--- config.mk ---
export PLATFORM = sky130hd
export DESIGN_NAME = saes_step_pipe
export DESIGN_NICKNAME = d
export VERILOG_FILES = /design/src/rtl/saes_pkg.sv /design/src/rtl/saes_step_pipe.sv
export SDC_FILE = /design/constraint.sdc
export NUM_CORES = 2
export LEC_CHECK = 0
export BUFFER_PORTS_ARGS = -buffer_cell sky130_fd_sc_hd__buf_4
export CAP_MARGIN = 20
export CELL_PAD_IN_SITES_DETAIL_PLACEMENT = 1
export CELL_PAD_IN_SITES_GLOBAL_PLACEMENT = 2
export CORE_MARGIN = 2
export CORE_UTILIZATION = 40
export DETAILED_ROUTE_END_ITERATION = 16
export MAX_ROUTING_LAYER = met4
export PLACE_DENSITY = 0.83
export SLEW_MARGIN = 20
export SYNTH_ARGS = -nofsm -noshare
export SYNTH_HDL_FRONTEND = slang
export SYNTH_SLANG_ARGS = --single-unit
--- constraint.sdc ---
create_clock -name clk -period 10.6 [get_ports clk]
set_input_delay 0.53 -clock clk [delete_from_list [all_inputs] [get_ports clk]]
set_output_delay 0.53 -clock clk [all_outputs]
set_load 0.03 [all_outputs]
--- src/rtl/saes_pkg.sv ---
// ----------------------------------------------------------------------------
// saes_pkg
// Shared types, register codes and fixed-point constants for the
// self-adaptive ES mutation core.
// ----------------------------------------------------------------------------
package saes_pkg;

  localparam int FRACTION_BITS_DEFAULT = 16;
  localparam int CFG_INDEX_W           = 3;
  localparam int CFG_DATA_W            = 32;

  // register indexes
  localparam logic [CFG_INDEX_W-1:0] REG_MAX_VALUE    = 3'd0;
  localparam logic [CFG_INDEX_W-1:0] REG_MIN_VALUE    = 3'd1;
  localparam logic [CFG_INDEX_W-1:0] REG_MIN_STRATEGY = 3'd2;
  localparam logic [CFG_INDEX_W-1:0] REG_TAU_LOCAL    = 3'd3;
  localparam logic [CFG_INDEX_W-1:0] REG_TAU_GLOBAL   = 3'd4;

  // register reset values
  localparam logic signed [31:0] MAX_VALUE_RESET  = 32'sh7FFF_FFFF;
  localparam logic signed [31:0] MIN_VALUE_RESET  = 32'sh8000_0000;
  localparam logic [15:0]        TAU_LOCAL_RESET  = 16'd46341;
  localparam logic [15:0]        TAU_GLOBAL_RESET = 16'd46341;

  // fixed-point constants, Q1.30
  localparam logic [30:0] LOG2E_Q30 = 31'd1549082005;
  localparam logic [29:0] LN2_Q30   = 30'd744261118;
  localparam logic [30:0] ONE_Q30   = 31'd1073741824;

  // 2^(j/16), Q1.30
  localparam logic [30:0] POW2_SIXTEENTHS [16] = '{
    31'd1073741824, 31'd1121280436, 31'd1170923762, 31'd1222764986,
    31'd1276901417, 31'd1333434672, 31'd1392470869, 31'd1454120821,
    31'd1518500250, 31'd1585730000, 31'd1655936265, 31'd1729250827,
    31'd1805811301, 31'd1885761398, 31'd1969251188, 31'd2056437387
  };

  typedef struct packed {
    logic signed [31:0] value;
    logic [30:0]        strategy;
    logic signed [15:0] vector_noise;
    logic signed [15:0] element_noise;
  } saes_item_t;

  typedef struct packed {
    logic signed [31:0] new_value;
    logic [30:0]        new_strategy;
    logic               strategy_clamped;
    logic               value_clamped;
  } saes_result_t;

  typedef struct packed {
    logic signed [31:0] max_value;
    logic signed [31:0] min_value;
    logic [30:0]        min_strategy;
    logic [15:0]        tau_local;
    logic [15:0]        tau_global;
  } saes_cfg_t;

  // strategy times exp mantissa, with the biased exponent code
  typedef struct packed {
    logic signed [31:0] value;
    logic signed [15:0] element_noise;
    logic [62:0]        scaled;
    logic [5:0]         exp_code;
  } saes_scaled_t;

endpackage

--- src/rtl/saes_step_pipe.sv ---
// ----------------------------------------------------------------------------
// saes_step_pipe
// Three-stage pipe: strategy shift and clamp, step product, value clamp.
// ----------------------------------------------------------------------------
module saes_step_pipe
  import saes_pkg::*;
(
  input  logic         clk,
  input  logic         rst,
  input  saes_cfg_t    cfg,
  input  logic         in_valid,
  output logic         in_ready,
  input  saes_scaled_t in_data,
  output logic         out_valid,
  input  logic         out_ready,
  output saes_result_t out_data
);

  localparam int STAGES = 3;
  // exponent code whose shift would go left of the binary point
  localparam logic [5:0] CODE_TOP   = 6'd63;
  // code at which the product is shifted by zero bits
  localparam logic [5:0] SHIFT_BASE = 6'd62;

  logic [STAGES-1:0] vld;
  logic [STAGES:0]   en;

  logic [30:0]        ns0, ns1;
  logic               sc0, sc1;
  logic signed [31:0] val0, val1;
  logic signed [15:0] en0;
  logic signed [35:0] step1;

  logic [5:0]         shamt;
  logic [62:0]        q;
  logic               over;
  logic [30:0]        ns_sat;
  logic [30:0]        ns_next;
  logic               sc_next;
  logic signed [47:0] prod;
  logic signed [36:0] sum;
  logic signed [36:0] sum_hi;
  logic signed [36:0] sum_next;
  logic               vc_next;

  always_comb begin
    en[STAGES] = out_ready;
    for (int i = STAGES - 1; i >= 0; i--) begin
      en[i] = ~vld[i] | en[i+1];
    end
  end

  assign in_ready  = en[0];
  assign out_valid = vld[STAGES-1];

  always_ff @(posedge clk) begin
    if (rst) begin
      vld <= '0;
    end else begin
      if (en[0]) vld[0] <= in_valid;
      for (int i = 1; i < STAGES; i++) begin
        if (en[i]) vld[i] <= vld[i-1];
      end
    end
  end

  // strategy: undo exponent, saturate, floor at min_strategy
  always_comb begin
    shamt = SHIFT_BASE - in_data.exp_code;
    q     = in_data.scaled >> shamt;
    if (in_data.exp_code == CODE_TOP) begin
      over = |in_data.scaled;
    end else begin
      over = |q[62:31];
    end
    ns_sat = over ? '1 : q[30:0];
    if (ns_sat < cfg.min_strategy) begin
      ns_next = cfg.min_strategy;
      sc_next = 1'b1;
    end else begin
      ns_next = ns_sat;
      sc_next = over;
    end
  end

  always_ff @(posedge clk) begin
    if (en[0]) begin
      ns0  <= ns_next;
      sc0  <= sc_next;
      val0 <= in_data.value;
      en0  <= in_data.element_noise;
    end
  end

  assign prod = $signed({1'b0, ns0}) * en0;

  always_ff @(posedge clk) begin
    if (en[1]) begin
      ns1   <= ns0;
      sc1   <= sc0;
      val1  <= val0;
      step1 <= prod[47:12];
    end
  end

  // upper bound first, then lower bound
  always_comb begin
    sum    = {{5{val1[31]}}, val1} + {step1[35], step1};
    sum_hi = (sum > 37'(cfg.max_value)) ? 37'(cfg.max_value) : sum;
    if (sum_hi < 37'(cfg.min_value)) begin
      sum_next = 37'(cfg.min_value);
    end else begin
      sum_next = sum_hi;
    end
    vc_next = (sum > 37'(cfg.max_value)) || (sum_hi < 37'(cfg.min_value));
  end

  always_ff @(posedge clk) begin
    if (en[2]) begin
      out_data.new_value        <= sum_next[31:0];
      out_data.new_strategy     <= ns1;
      out_data.strategy_clamped <= sc1;
      out_data.value_clamped    <= vc_next;
    end
  end

endmodule

## Word level (Yosys, flattened, before mapping)

Index checks and enable logic that the tools add are counted.

| operators by class | value |
|---|---|
| add/sub/neg operators | 2 |
| multipliers | 1 |
| order comparisons | 3 |
| eq/ne operators | 1 |
| shift-type cells | 1 |
| muxes and demuxes | 5 |
| bitwise operators | 6 |
| reductions and logical operators | 3 |

Operators by type and width:

| operator | count |
|---|---|
| 63-bit OR reduction | 1 |
| 63-bit by 6-bit right shift with 63-bit output | 1 |
| 31-bit 2-to-1 mux | 2 |
| 32-bit by 16-bit multiplier with 48-bit output | 1 |
| 32-bit by 36-bit adder with 37-bit output | 1 |
| 37-bit by 32-bit greater-than comparator with 1-bit output | 1 |
| 37-bit by 32-bit < comparator with 1-bit output | 1 |
| 37-bit 2-to-1 mux | 1 |
| 32-bit 2-to-1 mux | 1 |
| 32-bit OR reduction | 1 |
| 31-bit < comparator | 1 |
| 6-bit == test, second input constant | 1 |
| 6-bit subtractor, first input constant | 1 |
| 1-bit inverter | 3 |
| 1-bit bitwise OR | 3 |
| 1-bit logical OR | 1 |
| 1-bit 2-to-1 mux | 1 |

| storage, ports and cells | value |
|---|---|
| register bits | 248 |
| output and inout port bits | 67 |

## Logic depth before layout (Yosys ltp)

| logic depth | value |
|---|---|
| depth in word-level cells | 7 |
| mapped depth | 35 |

## Worst setup path before layout

OpenSTA, ideal clock, no wires.

| timing path | value |
|---|---|
| path type | reg2reg |
| start | register val1[0] |
| end | register out_data[35] (netlist bit), data pin |
| library setup time | 0.260 ns |
| arrival | 7.544 ns |
| path slack | 2.796 ns |
| stages on the path, launching flop included | 35 |
| buffers on the path | 3 |
| clock period less this slack | 7.804 ns |
| cell sequence | edfxtp_1 ha_1 inv_1 fa_1 nor2b_1 o2111ai_1 a31oi_1 nand4_1 and3_1 o21ai_0 a41oi_1 nor2_1 o31a_1 o22ai_1 ha_1 inv_1 or4_1 o311a_1 o211ai_1 clkbuf_1 clkbuf_1 nand2_1 o21ai_0 ha_1 a21o_1 a21o_1 a21o_1 a211oi_1 o21ai_0 a211oi_1 nand3_1 xnor2_1 a211oi_1 clkbuf_1 mux2_2 |

| between the ends | value |
|---|---|
| word-level cells in the longest chain between the ends | 5 |

RTL lines:

| element | line | source |
|---|---|---|
| start, declared | saes_step_pipe.sv:30 | `logic signed [31:0] val0, val1;` |
| start signal, assigned | saes_step_pipe.sv:101 | `val1 <= val0;` |
| 32-bit by 36-bit adder with 37-bit output (*) | saes_step_pipe.sv:108 | `sum = {{5{val1[31]}}, val1} + {step1[35], step1};` |
| 37-bit by 32-bit greater-than comparator with 1-bit output | saes_step_pipe.sv:109 | `sum_hi = (sum > 37'(cfg.max_value)) ? 37'(cfg.max_value) : sum;` |
| 37-bit 2-to-1 mux (*) | saes_step_pipe.sv:109 |  |
| 37-bit by 32-bit < comparator with 1-bit output | saes_step_pipe.sv:110 | `if (sum_hi < 37'(cfg.min_value)) begin` |
| 32-bit 2-to-1 mux (*) | saes_step_pipe.sv:110 |  |
| via sum_next[2] | saes_step_pipe.sv:43 | `logic signed [36:0] sum_next;` |
| end, declared | saes_step_pipe.sv:16 | `output saes_result_t out_data` |

The timed path passes the listed nets; every way through them passes the cells marked *.
A chain may end at the register's enable or synchronous reset.

## Worst setup path after layout

| timing path | value |
|---|---|
| start | register step1[0] |
| end | register out_data[36] (netlist bit), data pin |

| between the ends | value |
|---|---|
| word-level cells in the longest chain between the ends | 5 |

RTL lines:

| element | line | source |
|---|---|---|
| start, declared | saes_step_pipe.sv:32 | `logic signed [35:0] step1;` |
| start signal, assigned | saes_step_pipe.sv:102 | `step1 <= prod[47:12];` |
| 32-bit by 36-bit adder with 37-bit output (*) | saes_step_pipe.sv:108 |  |
| 37-bit by 32-bit greater-than comparator with 1-bit output | saes_step_pipe.sv:109 |  |
| 37-bit 2-to-1 mux (*) | saes_step_pipe.sv:109 |  |
| 37-bit by 32-bit < comparator with 1-bit output | saes_step_pipe.sv:110 |  |
| 32-bit 2-to-1 mux (*) | saes_step_pipe.sv:110 |  |
| via sum_next[3] | saes_step_pipe.sv:43 |  |

Marks and branches as above.

==> results.json <==
{
  "hold_end": "en0[1]$_DFFE_PP_",
  "rsz0062_at_grt": "false",
  "cts.sinks": 248,
  "cp_slowest_cell": "o21ai_0",
  "slew_headroom_pct": 27.7,
  "syn_area_um2": 32600,
  "drv_cap": 0,
  "post-route-period-util_pct": 81.8,
  "min_period_ps": 8670,
  "drt_pass1_iterations": 5,
  "clockRootBuffer": "clkbuf_16",
  "async_flop_share_pct": 0,
  "rows": 104,
  "insertion_delay_ps": 590,
  "gp_congestion": 0.899,
  "dieWidth_um": 289,
  "arrival_ps": 8990,
  "end_kind": "flip-flop",
  "hold-path-cell-count": 1,
  "drc_errors": 0,
  "coreArea_um2": 80500,
  "synth_area_leaders": "fa_1, edfxtp_1, ha_1, inv_1, nand2_1",
  "finalHoldViolations": 0,
  "holdCritStartpoint": "in_data[70]",
  "vias_per_cell": 5.38,
  "start_util_pct": 40.4,
  "yosysTopAreaCell": "fa_1",
  "synth_top_area_share_pct": 24.8,
  "syn2layout_area_growth_pct": 13.1,
  "finalSetupViolations": 0,
  "cp_slowest_stage_delay_ps": 480,
  "grt-ovfl-total": 0,
  "grt.total_usage_pct": 25.1,
  "cts_tree": "built",
  "final_antenna_net_count": 0,
  "r2r_start": "step1[0]$_DFFE_PP_",
  "status": "finished, final reports clean",
  "synth_cell_types": 69,
  "wl_per_cell_um": 21.8,
  "finClkSkew_ps": 18.9,
  "clk_pin_slew_ps": 70,
  "syn-num-nets": 4315,
  "yosysWarnings": 0,
  "hold_class": "in2reg",
  "path_max_fanout": 46,
  "grt_max_degree": 65,
  "finalMaxSlewViolations": 0,
  "synthCells": 3373,
  "cts-resized-gates": 0,
  "cts_hold_buf": 0,
  "grt_pass1_wl_um": 156000,
  "finalNetCount": 4520,
  "clk_path_buf_depth": 3,
  "die-area_um2": 83700,
  "drt_iter0_markers": 1021,
  "ys_ff_latch": 248,
  "die_h_um": 289,
  "max_freq_mhz": 115,
  "ff2ff_path_depth": 33,
  "r2r_end": "out_data[36]$_DFFE_PP_",
  "portBuffers": 282,
  "r2r_slack_ps": 1930,
  "drive_above_1_share_pct": 14.6,
  "grt_pass1_vias": 27100,
  "hpwlAfterDp_um": 79000,
  "start_kind": "flip-flop",
  "worstMarginPinSlew_ps": 1080,
  "routed_wl_um": 101000,
  "setup_tns_ps": 0,
  "num_vias": 25100,
  "synth_edf_count": 245,
  "htree_levels": 1,
  "grt_antenna_before_repair": 1,
  "ys.flop_type": "edfxtp_1",
  "required_ps": 10920,
  "avgSynthCellArea_um2": 9.65,
  "numCtsBuffers": 29,
  "io_pins": 315,
  "ys_seq_area_share_pct": 22.8,
  "cts_setup_buffers": 0,
  "worst-setup-path-type": "reg2reg"
}
placed cells by master, fill, tap and decap left out, types with 5 or more instances in the layout:
| cell | Yosys | routed |
|---|---|---|
| inv_1 | 558 | 556 |
| nand2b_1 | 33 | 33 |
| a31oi_1 | 13 | 13 |
| or3_1 | 12 | 12 |
| o21bai_1 | 8 | 8 |
| bufinv_16 | 0 | 5 |
| xnor2_1 | 46 | 42 |
| a21o_1 | 61 | 61 |
| edfxtp_1 | 245 | 245 |
| and4_1 | 6 | 6 |
| o21ai_0 | 124 | 124 |
| mux2_2 | 93 | 93 |
| o311ai_0 | 5 | 5 |
| nand4_1 | 29 | 29 |
| clkbuf_16 | 0 | 29 |
| o221ai_1 | 12 | 12 |
| ha_1 | 290 | 289 |
| a211oi_1 | 33 | 32 |
| nor3_1 | 30 | 30 |
| fa_1 | 404 | 404 |
| clkinv_2 | 0 | 5 |
| a21oi_1 | 119 | 119 |
| nand3_1 | 42 | 42 |
| nand2_1 | 454 | 453 |
| clkinv_4 | 0 | 5 |
| and2_1 | 168 | 168 |
| buf_4 | 4 | 330 |
| and3_1 | 12 | 12 |
| o211ai_1 | 33 | 33 |
| xor2_1 | 20 | 17 |
| nor2_1 | 137 | 137 |
| mux2i_1 | 71 | 71 |
| o22ai_1 | 7 | 7 |
| nor4_1 | 20 | 20 |
| mux4_2 | 32 | 32 |
| o21a_1 | 22 | 22 |
| nor2b_1 | 22 | 22 |
final cells by class:
type / count / area, um2
Tap cell: 1060 / 1330
Fill cell: 9144 / 43700
Sequential cell: 248 / 7420
Clock buffer: 30 / 729
Timing Repair Buffer: 330 / 2480
Clock inverter: 23 / 270
Antenna cell: 1 / 2.50
Multi-Input combinational cell: 2410 / 22500
Inverter: 559 / 2100
Yosys cell counts, drive strengths merged, types with 3 or more instances:
cell,count
a211o,3
a211oi,33
a21o,61
a21oi,119
a221oi,3
a31oi,13
a41oi,3
and2,168
and3,12
and4,6
buf,36
clkbuf,120
dfxtp,3
edfxtp,245
fa,404
ha,290
inv,559
mux2,95
mux2i,71
mux4,32
nand2,454
nand2b,33
nand3,42
nand4,30
nor2,137
nor2b,22
nor3,30
nor3b,3
nor4,20
o2111ai,3
o211ai,33
o21a,22
o21ai,124
o21bai,8
o221ai,12
o22ai,7
o311ai,5
or3,12
xnor2,46
xor2,20
per-layer routing:
layer	share of wire (%)	up-vias	wire length (um)	global-route usage, %
met5	0	-	0	-
li1	-	11600	-	-
met2	50	617	50900	43.5
met3	4.8	160	4910	2.91
met1	42	12700	42200	30.5
met4	3.5	0	3510	7.81
per-stage QoR:
stage	hold WS [ps]	setup slack (ps)	instance area (um2)	instances	utilization, %
after floorplan	400	2800	32600	3373	-
after global placement	401	1920	35800	4607	44.5
after detailed placement	405	1770	35800	4607	44.5
after CTS	79.8	1770	36800	4660	45.7
after global routing	90.0	1120	36800	4661	45.7
final	119	1930	36800	4661	45.7
state kept, by name, indices dropped and copies added, names as in the netlist:
signal and cells:
en0 16, ns0 31, ns1 31, out_data 65, sc0 1, sc1 1, step1 36, val0 32
val1 32, vld 3
kinds of logic (layout without fill, tap and decap cells):
logic type	count (synthesis)	count (layout)	synth area share, %
AND/OR/NAND/NOR	977	977	14.1
XOR/XNOR	66	66	1.78
adder cells (fa/ha/maj)	694	694	36.0
flip-flops	248	248	22.8
AO/OA/AOI/OAI	475	475	9.32
multiplexers	198	198	7.68
buffers and inverters	715	942	8.40
other	0	1	0
worst max-delay path by stage:
stage,slack (ps),from,endpoint,cells after the start
after floorplan,2800,val1[0]$_DFFE_PP_,out_data[35]$_DFFE_PP_,34
after global placement,1920,val1[0]$_DFFE_PP_,out_data[41]$_DFFE_PP_,33
after detailed placement,1770,in_data[0],ns0[22]$_DFFE_PP_,23
after CTS,1770,step1[0]$_DFFE_PP_,out_data[44]$_DFFE_PP_,33
after global routing,1120,step1[0]$_DFFE_PP_,out_data[44]$_DFFE_PP_,34
final,1930,step1[0]$_DFFE_PP_,out_data[36]$_DFFE_PP_,33
worst max-delay path: cells and delay by family (launching register included):
| kind | cells | cell delay [ps] |
|---|---|---|
| adders and majority gates | 4 | 1220 |
| AOI/OAI and AO/OA | 15 | 3390 |
| and+or+nand+nor | 8 | 1590 |
| buffers and inverters | 3 | 880 |
| DFF | 1 | 340 |
| muxes | 2 | 800 |
| xor gates and xnor gates | 1 | 190 |
Power is left out: the tool's default activity adds up to more than one toggle a clock period on the data nets, which glitch-free logic cannot reach.
