## src/rtl/saes_pkg.sv

```systemverilog
// ----------------------------------------------------------------------------
// saes_pkg
// Shared types, register codes and fixed-point constants for the
// self-adaptive ES mutation core.
// ----------------------------------------------------------------------------
package saes_pkg;

  localparam int FRACTION_BITS_DEFAULT = 16;
  localparam int CFG_INDEX_W           = 3;
  localparam int CFG_DATA_W            = 32;

  // register indexes
  localparam logic [CFG_INDEX_W-1:0] REG_MAX_VALUE    = 3'd0;
  localparam logic [CFG_INDEX_W-1:0] REG_MIN_VALUE    = 3'd1;
  localparam logic [CFG_INDEX_W-1:0] REG_MIN_STRATEGY = 3'd2;
  localparam logic [CFG_INDEX_W-1:0] REG_TAU_LOCAL    = 3'd3;
  localparam logic [CFG_INDEX_W-1:0] REG_TAU_GLOBAL   = 3'd4;

  // register reset values
  localparam logic signed [31:0] MAX_VALUE_RESET  = 32'sh7FFF_FFFF;
  localparam logic signed [31:0] MIN_VALUE_RESET  = 32'sh8000_0000;
  localparam logic [15:0]        TAU_LOCAL_RESET  = 16'd46341;
  localparam logic [15:0]        TAU_GLOBAL_RESET = 16'd46341;

  // fixed-point constants, Q1.30
  localparam logic [30:0] LOG2E_Q30 = 31'd1549082005;
  localparam logic [29:0] LN2_Q30   = 30'd744261118;
  localparam logic [30:0] ONE_Q30   = 31'd1073741824;

  // 2^(j/16), Q1.30
  localparam logic [30:0] POW2_SIXTEENTHS [16] = '{
    31'd1073741824, 31'd1121280436, 31'd1170923762, 31'd1222764986,
    31'd1276901417, 31'd1333434672, 31'd1392470869, 31'd1454120821,
    31'd1518500250, 31'd1585730000, 31'd1655936265, 31'd1729250827,
    31'd1805811301, 31'd1885761398, 31'd1969251188, 31'd2056437387
  };

  typedef struct packed {
    logic signed [31:0] value;
    logic [30:0]        strategy;
    logic signed [15:0] vector_noise;
    logic signed [15:0] element_noise;
  } saes_item_t;

  typedef struct packed {
    logic signed [31:0] new_value;
    logic [30:0]        new_strategy;
    logic               strategy_clamped;
    logic               value_clamped;
  } saes_result_t;

  typedef struct packed {
    logic signed [31:0] max_value;
    logic signed [31:0] min_value;
    logic [30:0]        min_strategy;
    logic [15:0]        tau_local;
    logic [15:0]        tau_global;
  } saes_cfg_t;

  // strategy times exp mantissa, with the biased exponent code
  typedef struct packed {
    logic signed [31:0] value;
    logic signed [15:0] element_noise;
    logic [62:0]        scaled;
    logic [5:0]         exp_code;
  } saes_scaled_t;

endpackage

```

## src/rtl/saes_cfg_regs.sv

```systemverilog
// ----------------------------------------------------------------------------
// saes_cfg_regs
// Configuration register file; unknown indexes are ignored.
// ----------------------------------------------------------------------------
module saes_cfg_regs
  import saes_pkg::*;
#(
  parameter int FRACTION_BITS = FRACTION_BITS_DEFAULT
) (
  input  logic                   clk,
  input  logic                   rst,
  input  logic                   cfg_valid,
  output logic                   cfg_ready,
  input  logic [CFG_INDEX_W-1:0] cfg_index,
  input  logic [CFG_DATA_W-1:0]  cfg_data,
  output saes_cfg_t              cfg
);

  // 0.01 in the strategy format
  localparam logic [30:0] MIN_STRATEGY_RESET = 31'((64'd1 << FRACTION_BITS) / 100);

  assign cfg_ready = 1'b1;

  always_ff @(posedge clk) begin
    if (rst) begin
      cfg.max_value    <= MAX_VALUE_RESET;
      cfg.min_value    <= MIN_VALUE_RESET;
      cfg.min_strategy <= MIN_STRATEGY_RESET;
      cfg.tau_local    <= TAU_LOCAL_RESET;
      cfg.tau_global   <= TAU_GLOBAL_RESET;
    end else if (cfg_valid) begin
      unique case (cfg_index)
        REG_MAX_VALUE:    cfg.max_value    <= $signed(cfg_data);
        REG_MIN_VALUE:    cfg.min_value    <= $signed(cfg_data);
        REG_MIN_STRATEGY: cfg.min_strategy <= cfg_data[30:0];
        REG_TAU_LOCAL:    cfg.tau_local    <= cfg_data[15:0];
        REG_TAU_GLOBAL:   cfg.tau_global   <= cfg_data[15:0];
        default: ;
      endcase
    end
  end

endmodule

```

## config.mk

```make
export PLATFORM = sky130hd
export DESIGN_NAME = saes_cfg_regs
export DESIGN_NICKNAME = d
export VERILOG_FILES = /design/src/rtl/saes_pkg.sv /design/src/rtl/saes_cfg_regs.sv
export SDC_FILE = /design/constraint.sdc
export NUM_CORES = 1
export LEC_CHECK = 0
export ABC_AREA = 0
export BUFFER_PORTS_ARGS = -buffer_cell sky130_fd_sc_hd__buf_2
export CORE_MARGIN = 1
export CORE_UTILIZATION = 30
export CTS_BUF_LIST = sky130_fd_sc_hd__clkbuf_16
export CTS_CLUSTER_SIZE = 16
export DETAILED_ROUTE_END_ITERATION = 6
export GPL_ROUTABILITY_DRIVEN = 0
export GPL_TIMING_DRIVEN = 0
export REMOVE_ABC_BUFFERS = 1
export SKIP_CTS_REPAIR_TIMING = 1
export SYNTH_ARGS = -nofsm -noshare
export SYNTH_HDL_FRONTEND = slang
export SYNTH_SLANG_ARGS = --single-unit
```

## constraint.sdc

```tcl
create_clock -name clk -period 1.3 [get_ports clk]
set_input_delay 0.195 -clock clk [delete_from_list [all_inputs] [get_ports clk]]
set_output_delay 0.195 -clock clk [all_outputs]
set_load 0.02 [all_outputs]
```

Word-level counts from Yosys, hierarchy flattened
Cells that the tools add are included.
{ "totals": {"elab_cells": 15, "reg_bits": 127, "input_bits": 38, "output_inout_bits": 128} }
{ "classes": {"n_reduce_logical": 6, "n_eq_ne": 4} }
{ "op_table": {"columns": ["cell", "n"], "rows": [
  ["$reduce_and A2 Y1", 5],
  ["$eq A3 B2 Y1 const B", 2],
  ["$eq A3 B1 Y1 const B", 1],
  ["$eq A3 B3 Y1 const B", 1],
  ["$logic_not A3 Y1", 1]
]} }

Depth between registers and ports, before layout
Gate-level depths: netlist of run 1.
{ "depth": {"word_depth": 2, "ltp_mapped": 5, "depth_no_buf": 2} }

Least setup slack after synthesis of run 1
No wires, ideal clock.
{ "synth_path": {"path_type": "input to register", "startpoint": "input cfg_index[0]", "endpoint": "register cfg[107] in the netlist's numbering", "setup_slack_ns": 0.217, "t_arrival_ns": 1.012, "t_required_ns": 1.228, "n_path_buf": 1, "setup_time_ns": 0.072, "cell_stages": 3, "path_cell_list": "nor4b_4 buf_6 mux2i_1"} }
{ "synth_between": {"elab_chain_len": 2} }
{ "synth_rtl": {"columns": ["element", "line_no", "source"], "rows": [
  ["start: declaration", "saes_cfg_regs.sv:14", "input logic [CFG_INDEX_W-1:0] cfg_index,"],
  ["$logic_not A3 Y1", "saes_cfg_regs.sv:32", "unique case (cfg_index)"],
  ["$reduce_and A2 Y1 (no line)", null, null],
  ["end: declaration", "saes_cfg_regs.sv:16", "output saes_cfg_t cfg"]
]} }
Every way passes these cells.
A chain may end at the register's enable or synchronous reset.

Final worst setup path of run 1
{ "layout_path": {"startpoint": "register cfg[94] in the netlist's numbering", "endpoint": "output cfg[94] in the netlist's numbering"} }
No word-level cell between the ends.

==> impl_metrics.ini, run 1 <==
[run_status]
outcome = completed

[timing]
rsz0062_at_grt = no
worstMarginPinSlew_ns = 0.562
setup_viol_count_final = 0
fin_crit_sh_pct = 87.5
skew_ns = 0
finalSetupTns_ns = 0
maxSlewHeadroom_pct = 62.6
maxSlewViolCount = 0
max_freq_ghz = 0.879
final-hold-violation-count = 0
fin_crit_ns = 1.14
worst_slack_ns = 0.162

[die]
fp-row-count = 47
fp.dieW_um = 132
start_util_pct = 30.7
die_h_um = 132
die_area_um2 = 17500
pin_count = 166
core-area_um2 = 16600

[placed_design]
numPortBuffers = 164
place_ws_ns = -0.527
dp_cells = 843
hpwl_um = 8470

[logic_synthesis]
yosysTopAreaCellShare_pct = 49.9
synth_seq_cells = 127
synth_top_area_cell = dfxtp_1
syn_area_um2 = 5090
yosys_warnings = 0
synth_cell_types = 13
syn_inst = 488
netlist_top_cells_area = dfxtp_1 50%, mux2i_1 25%, nand2b_1 13%, nor2_1 6.2%, buf_6 1.5%
synth_seq_area_share_pct = 49.9
synth.avg_cell_area_um2 = 10.4

[pwr]
clkPwrFrac_pct = 48.6
p_sw_share_pct = 23.2
power_mw = 9.17
power.switching_mw = 2.13
p_per_area_nw_per_um2 = 1360
ir_drop_mv = 0.863
pwr-share-comb_pct = 7.5
internal_power_mw = 7.04
p_seq_share_pct = 43.9
p_leak_nw = 3.12

[grt]
grt_pass1_vias = 3942
grt_usage_pct = 14.3
met1_usage_pct = 16.1
grt_pass1_wl_um = 19700
grt_antenna_before_repair = 0
grt_overflow_total = 0
grt.busiest_layer = met2
grt_max_degree = 103
gr-usage-met3_pct = 4.96
grtUsageMet2_pct = 24.5

[detailed_routing]
firstDrtPassIters = 4
finalWirelength_um = 12100
drt-vias-per-instance = 4.36
ant_nets = 0
num_vias = 3830
drcViolationCount = 0
wire_per_inst_um = 13.8
drt_iter0_drc = 143

[setup_path]
critPathTopFamily = flip-flops
setup.worst_path.class = reg -> out
required_ns = 1.11
cp-end-kind = output pin
path_max_fanout = 2
slowest_delay_ns = 0.35
path_buf_inv = 1
cp_data_arrival_time_ns = 0.94
crit_chain = buf_2
cp_slowest_cell = dfxtp_1
cp-start-kind = register

[clock_network]
cts_tree = done
clk_path_buf_depth = 2
clock-sinks = 127
cts-htree-levels = 4
cts-root-buf = clkbuf_16
numCtsBuffers = 17
clk_pin_slew_worst_paths_ns = 0.06
clk_latency_ns = 0.40

[finish]
layoutNonFillerInstCount = 879
top_regs = cfg x127
multi_input_area_um2 = 2350
largest-register = cfg
diodes = 0
drive_gt1_share_pct = 31.4
largest_reg_flops = 127
finalNetCount = 684
regArea_um2 = 2540
utilization_pct = 40.5
fillerInstances = 1671
area_growth_syn_to_layout_pct = 31.8

[job]
maxCapViolations = 0

[worst_hold_path]
hp-class = in -> reg
-- path summary, 6_finish.rpt --
kind / startpoint / end / slack [ns] / cells after the start
worst max-delay path: cfg[94] / cfg[94] / 0.16 / 1
worst min register to register: cfg[70] / cfg[70] / 0.47 / 2
worst min-delay path: cfg_data[23] / cfg[118] / 0.06 / 3
worst max register to register: cfg[108] / cfg[108] / 0.65 / 2
-- stage by stage --
stage                     hold WS, ns  cell area [µm²]
final                          0.0580             6720
after floorplan                 0.350             4870
after global routing           0.0566             6720
after CTS                      0.0375             6680
after global placement          0.456             5970
after detailed placement        0.461             6120
-- synthesized netlist by cell type --
| library cell | n |
|---|---|
| mux2i_1 | 127 |
| buf_4 | 5 |
| nor4b_4 | 1 |
| nor2_1 | 84 |
| nand4b_1 | 1 |
| nand2b_1 | 107 |
| nand4bb_1 | 2 |
| and4bb_1 | 1 |
| buf_6 | 7 |
| dfxtp_1 | 127 |
| clkbuf_1 | 13 |
| conb_1 | 1 |
| buf_2 | 12 |
-- metal layers --
| metal | vias up | wire [µm] |
|---|---|---|
| met4 | 0 | 136 |
| met1 | 1799 | 5230 |
| met2 | 106 | 5980 |
| li1 | 1914 | - |
| met3 | 11 | 739 |
| met5 | - | 0 |
-- power by group through the flow --
stage / registers [mW] / logic (mW) / clock network (mW)
global route: 4.03 / 0.752 / 4.77
floorplan: 4.21 / 0.271 / 0
detailed placement: 4.11 / 0.696 / 0
CTS: 4.03 / 0.697 / 4.59
global placement: 4.10 / 0.666 / 0
finish: 4.03 / 0.691 / 4.45
-- tightest hold or removal path, delay by kind of cell --
family,cells,cell delay [ns]
multiplexers,1,0.11
buffers and inverters,1,0.09
AND/OR/NAND/NOR,1,0.04
-- placed cells by master (no fill, tap or decap), drive strengths merged --
master and count:
nor4b 1, clkinvlp 1, mux2i 127, dfxtp 127, buf 176, nor2 84, inv 1, conb 1
clkinv 11, and4bb 1, nand4b 1, nand4bb 2, bufinv 2, nand2b 107, clkbuf 17
-- layout make-up --
cell class	count	share of cell area (%)
clock buffer	17	6.33
multi-input combinational	324	35.0
timing repair buffer	176	14.8
tap	220	4.10
sequential	127	37.9
clock inverter	15	1.92
-- kinds of logic (layout without fill, tap and decap cells) --
kind of cell	Yosys count	in the layout	share of synthesized area (%)
AND/OR/NAND/NOR	196	196	20.7
multiplexers	127	127	25.0
flip-flops	127	127	49.9
buffers and inverters	37	208	4.42
other	1	1	0.0736
No activity file was read; power rests on OpenSTA's default activity.
==> run 2, diff against run 1 <==
--- a/config.mk
+++ b/config.mk
@@ -14,6 +14,7 @@
 export DETAILED_ROUTE_END_ITERATION = 6
 export GPL_ROUTABILITY_DRIVEN = 0
 export GPL_TIMING_DRIVEN = 0
+export MAX_ROUTING_LAYER = met4
 export REMOVE_ABC_BUFFERS = 1
 export SKIP_CTS_REPAIR_TIMING = 1
 export SYNTH_ARGS = -nofsm -noshare
==> run 2 against run 1 <==
Compared with the run above:
- fmax barely moved
- non-clock buffer count did not move
- power rose by 0.15%
- global-route usage rose by 0.44 points
- final cell count did not move
- critical path depth did not move
- critical endpoint unchanged
==> impl_metrics.ini, run 2 (synthesized netlist as in run 1, its figures left out) <==
[pwr]
p_sw_share_pct = 23.3
power.switching_mw = 2.14
power_mw = 9.18
p_leak_nw = 3.12
p_seq_share_pct = 43.8
ir_drop_mv = 0.870
internal_power_mw = 7.04
clkPwrFrac_pct = 48.6
pwr-share-comb_pct = 7.5
p_per_area_nw_per_um2 = 1370

[finish]
area_growth_syn_to_layout_pct = 31.8
layout_common_cells = 163 x buf_2, 127 x mux2i_1, 127 x dfxtp_1
top_regs = cfg x127
largest_reg_flops = 127
final_common_cell = buf_2
fillerInstances = 1671
layoutNonFillerInstCount = 879
largest-register = cfg
finalNetCount = 684
diodes = 0
drive_gt1_share_pct = 31.4

[setup_path]
setup.worst_path.class = reg -> out
cp-start-kind = register
critPathTopFamily = flip-flops
reg2reg_depth = 2
cp_data_arrival_time_ns = 0.94
crit_chain = buf_2
reg2reg_to = cfg[108]
cp-end-kind = output pin
required_ns = 1.11
slowest_delay_ns = 0.35
path_buf_inv = 1
cp_slowest_cell = dfxtp_1
timing.rr.start = cfg[108]
path_max_fanout = 2
rrSetupSlack_ns = 0.66

[clock_network]
clk_latency_ns = 0.40
cts-htree-levels = 4
clk_pin_slew_worst_paths_ns = 0.06
numCtsBuffers = 17
clk_path_buf_depth = 2
clock-sinks = 127
cts-root-buf = clkbuf_16
cts_tree = done

[timing]
finalSetupTns_ns = 0
maxSlewViolCount = 0
fin_crit_sh_pct = 87.5
rsz0062_at_grt = no
final-hold-violation-count = 0
max_freq_ghz = 0.879
fin_crit_ns = 1.14
worst_slack_ns = 0.163
skew_ns = 0
worstMarginPinSlew_ns = 0.562
maxSlewHeadroom_pct = 62.6
setup_viol_count_final = 0

[grt]
grt_overflow_total = 0
grt_pass1_vias = 3937
grt_pass1_wl_um = 19700
grt_usage_pct = 14.8
grt_antenna_before_repair = 0
grt_max_degree = 103

[job]
maxCapViolations = 0

[detailed_routing]
drt_iter0_drc = 158
finalWirelength_um = 12100
num_vias = 3836
drt-vias-per-instance = 4.36
wire_per_inst_um = 13.8
firstDrtPassIters = 4
drcViolationCount = 0
ant_nets = 0

[worst_hold_path]
hp-start = cfg_data[23]
hold-path-endpoint = cfg[118]
hp-class = in -> reg
whs_path_depth = 3

[die]
die_h_um = 132
start_util_pct = 30.7
fp.dieW_um = 132
core-area_um2 = 16600
pin_count = 166
die_area_um2 = 17500
fp-row-count = 47

[placed_design]
numPortBuffers = 164
dp_cells = 843
hpwl_um = 8470
place_ws_ns = -0.527

[run_status]
outcome = completed
[run 2: cell counts in the layout (fill, tap and decap cells not counted)]
Identical to the previous run, type by type.
[run 2: worst max path at each step]
stage	from	end	slack [ns]	cells past startpoint
6_report	cfg[94]	cfg[94]	0.16	1
5_1_grt	cfg_index[2]	cfg[35]	0.08	4
4_1_cts	cfg_index[1]	cfg[111]	-0.09	5
3_5_place_dp	cfg_index[1]	cfg[112]	-0.53	5
3_3_place_gp	cfg_index[2]	cfg[45]	-2.05	3
2_1_floorplan	cfg_index[0]	cfg[100]	-0.82	2
[run 2: final cells by class]
cell class,instances,area [µm²],area share [%]
tap,220,275,4.10
sequential,127,2540,37.9
multi-input combinational,324,2350,35.0
clock buffer,17,425,6.33
clock inverter,15,129,1.92
timing repair buffer,176,992,14.8
[run 2: power groups by stage]
stage / Sequential [mW] / Combinational (mW) / Clock [mW]
6_report: 4.03 / 0.692 / 4.46
2_1_floorplan: 4.21 / 0.271 / 0
5_1_grt: 4.03 / 0.752 / 4.77
3_5_place_dp: 4.11 / 0.696 / 0
4_1_cts: 4.03 / 0.697 / 4.59
3_3_place_gp: 4.10 / 0.666 / 0
[run 2: stage by stage]
| stage | hold slack [ns] | utilization, % | instance area (µm²) |
|---|---|---|---|
| 2_1_floorplan | 0.350 | - | 4870 |
| 3_3_place_gp | 0.456 | 36.0 | 5970 |
| 3_5_place_dp | 0.461 | 36.9 | 6120 |
| 4_1_cts | 0.0375 | 40.3 | 6680 |
| 5_1_grt | 0.0566 | 40.5 | 6720 |
| 6_report | 0.0570 | 40.5 | 6720 |
[run 2: routing by layer]
layer | part of all wire (%) | wire (µm) | GRT usage [%]
met1 | 44 | 5310 | 16.2
met2 | 49 | 5940 | 24.6
met3 | 5.8 | 702 | 4.81
met4 | 1.5 | 181 | 6.00
met5 | 0 | 0 | -
[run 2: tightest hold or removal path, cell delays in order]
cell and delay, ns:
buf_2 0.09, nor2_1 0.04, mux2i_1 0.11
==> run 3, diff against run 2 <==
--- a/config.mk
+++ b/config.mk
@@ -13,9 +13,9 @@
 export CTS_CLUSTER_SIZE = 16
 export DETAILED_ROUTE_END_ITERATION = 6
 export GPL_ROUTABILITY_DRIVEN = 0
-export GPL_TIMING_DRIVEN = 0
 export MAX_ROUTING_LAYER = met4
 export REMOVE_ABC_BUFFERS = 1
+export SETUP_SLACK_MARGIN = 0.02
 export SKIP_CTS_REPAIR_TIMING = 1
 export SYNTH_ARGS = -nofsm -noshare
 export SYNTH_HDL_FRONTEND = slang
==> constraint.sdc (replaced) <==
create_clock -name clk -period 1.4 [get_ports clk]
set_input_delay 0.21 -clock clk [delete_from_list [all_inputs] [get_ports clk]]
set_output_delay 0.21 -clock clk [all_outputs]
set_load 0.02 [all_outputs]
==> run 3 against run 2 <==
Compared with the run above:
- worst setup slack improved by 0.081 ns
- global-route usage increased by 0.11 points
- non-clock buffer count increased by 9
- sequential power decreased by 7.2%
- critical path depth unchanged
- cell area increased by 1.4%
==> impl_metrics.ini, run 3 (synthesized netlist as in run 1, its figures left out) <==
[run_status]
outcome = completed

[finish]
diodes = 0
layoutNonFillerInstCount = 888
final_common_cell = buf_2
layout_common_cells = 163 x buf_2, 127 x mux2i_1, 127 x dfxtp_1
largest_reg_flops = 127
utilization_pct = 41.1
finalNetCount = 693
top_regs = cfg x127
area_growth_syn_to_layout_pct = 33.7
drive_gt1_share_pct = 32.0
largest-register = cfg
fillerInstances = 1695

[setup_path]
reg2reg_depth = 2
cp_data_arrival_time_ns = 0.95
path_max_fanout = 2
reg2reg_to = cfg[15]
crit_chain = buf_2
slowest_delay_ns = 0.36
cp_slowest_cell = dfxtp_1
critPathTopFamily = flip-flops
cp-end-kind = output pin
timing.rr.start = cfg[15]
required_ns = 1.19
cp-start-kind = register
rrSetupSlack_ns = 0.73
setup.worst_path.class = reg -> out
path_buf_inv = 1

[grt]
grt_antenna_before_repair = 0
grt_pass1_vias = 3973
grt_pass1_wl_um = 19800
grt_max_degree = 77
grt_overflow_total = 0
grt_usage_pct = 14.9

[pwr]
p_seq_share_pct = 42.8
internal_power_mw = 6.73
ir_drop_mv = 0.784
p_leak_nw = 3.16
p_sw_share_pct = 22.8
p_per_area_nw_per_um2 = 1280
clkPwrFrac_pct = 49.5
pwr-share-comb_pct = 7.6
power.switching_mw = 1.99

[die]
fp.dieW_um = 132
core-area_um2 = 16600
fp-row-count = 47
pin_count = 166
die_h_um = 132
die_area_um2 = 17500
start_util_pct = 30.7

[timing]
max_freq_ghz = 0.865
rsz0062_at_grt = no
skew_ns = 0
final-hold-violation-count = 0
fin_crit_sh_pct = 82.6
setup_viol_count_final = 0
maxSlewViolCount = 0
fin_crit_ns = 1.16

[clock_network]
clock-sinks = 127
clk_latency_ns = 0.40
clk_pin_slew_worst_paths_ns = 0.06
cts-htree-levels = 4
cts_tree = done
cts-root-buf = clkbuf_16
clk_path_buf_depth = 2
numCtsBuffers = 17

[detailed_routing]
finalWirelength_um = 12300
drt_iter0_drc = 133
ant_nets = 0
drt-vias-per-instance = 4.36
num_vias = 3868
wire_per_inst_um = 13.8
drcViolationCount = 0
firstDrtPassIters = 4

[placed_design]
hpwl_um = 8630
numPortBuffers = 164
dp_cells = 856

[job]
maxCapViolations = 0

[worst_hold_path]
whs_path_depth = 3
hold-path-endpoint = cfg[65]
hp-start = cfg_data[2]
hp-class = in -> reg
==> run 3: cell type report <==
cell class	count	area (µm²)	share of cell area [%]
multi-input cells	324	2350	34.5
well taps	220	275	4.04
clock buffers	17	425	6.24
repair buffers	185	1070	15.7
clock inverters	15	153	2.24
flip-flops and latches	127	2540	37.3
==> run 3: worst max path at each step <==
stage / end / startpoint / depth (start not counted) / slack [ns]
2_1_floorplan: cfg[100] / cfg_index[0] / 2 / -0.74
3_3_place_gp: cfg[118] / cfg_index[0] / 4 / 0.15
6_report: cfg[13] / cfg[13] / 1 / 0.24
3_5_place_dp: cfg[102] / cfg_index[1] / 4 / 0.09
4_1_cts: cfg[64] / cfg[64] / 1 / 0.22
5_1_grt: cfg[29] / cfg[29] / 1 / 0.20
==> run 3: layer usage <==
| layer | GRT usage [%] | wire length, µm | share of wire [%] |
|---|---|---|---|
| met5 | - | 0 | 0 |
| met4 | 5.56 | 141 | 1.2 |
| met3 | 4.46 | 662 | 5.4 |
| met2 | 25.4 | 6120 | 50 |
| met1 | 16.3 | 5330 | 43 |
==> run 3: power groups by stage <==
stage | combinational [mW] | sequential [mW] | clock [mW]
2_1_floorplan | 0.251 | 3.91 | 0
3_3_place_gp | 0.657 | 3.81 | 0
3_5_place_dp | 0.673 | 3.82 | 0
4_1_cts | 0.674 | 3.74 | 4.44
5_1_grt | 0.720 | 3.75 | 4.62
6_report | 0.665 | 3.74 | 4.32
==> run 3: worst min-delay path: stages <==
cell and delay (ns):
buf_2 0.11, nand2b_1 0.06, mux2i_1 0.06
==> run 3: metrics by stage <==
step / setup slack [ns] / hold WS, ns / setup TNS (ns) / power, mW / area [µm²]
floorplan: -0.736 / 0.365 / -59.29 / 4.16 / 4870
global placement: 0.147 / 0.455 / 0 / 4.47 / 6230
detailed placement: 0.0863 / 0.463 / 0 / 4.49 / 6230
CTS: 0.219 / 0.0499 / 0 / 8.85 / 6810
global route: 0.200 / 0.0614 / 0 / 9.08 / 6810
finish: 0.244 / 0.0732 / 0 / 8.73 / 6810
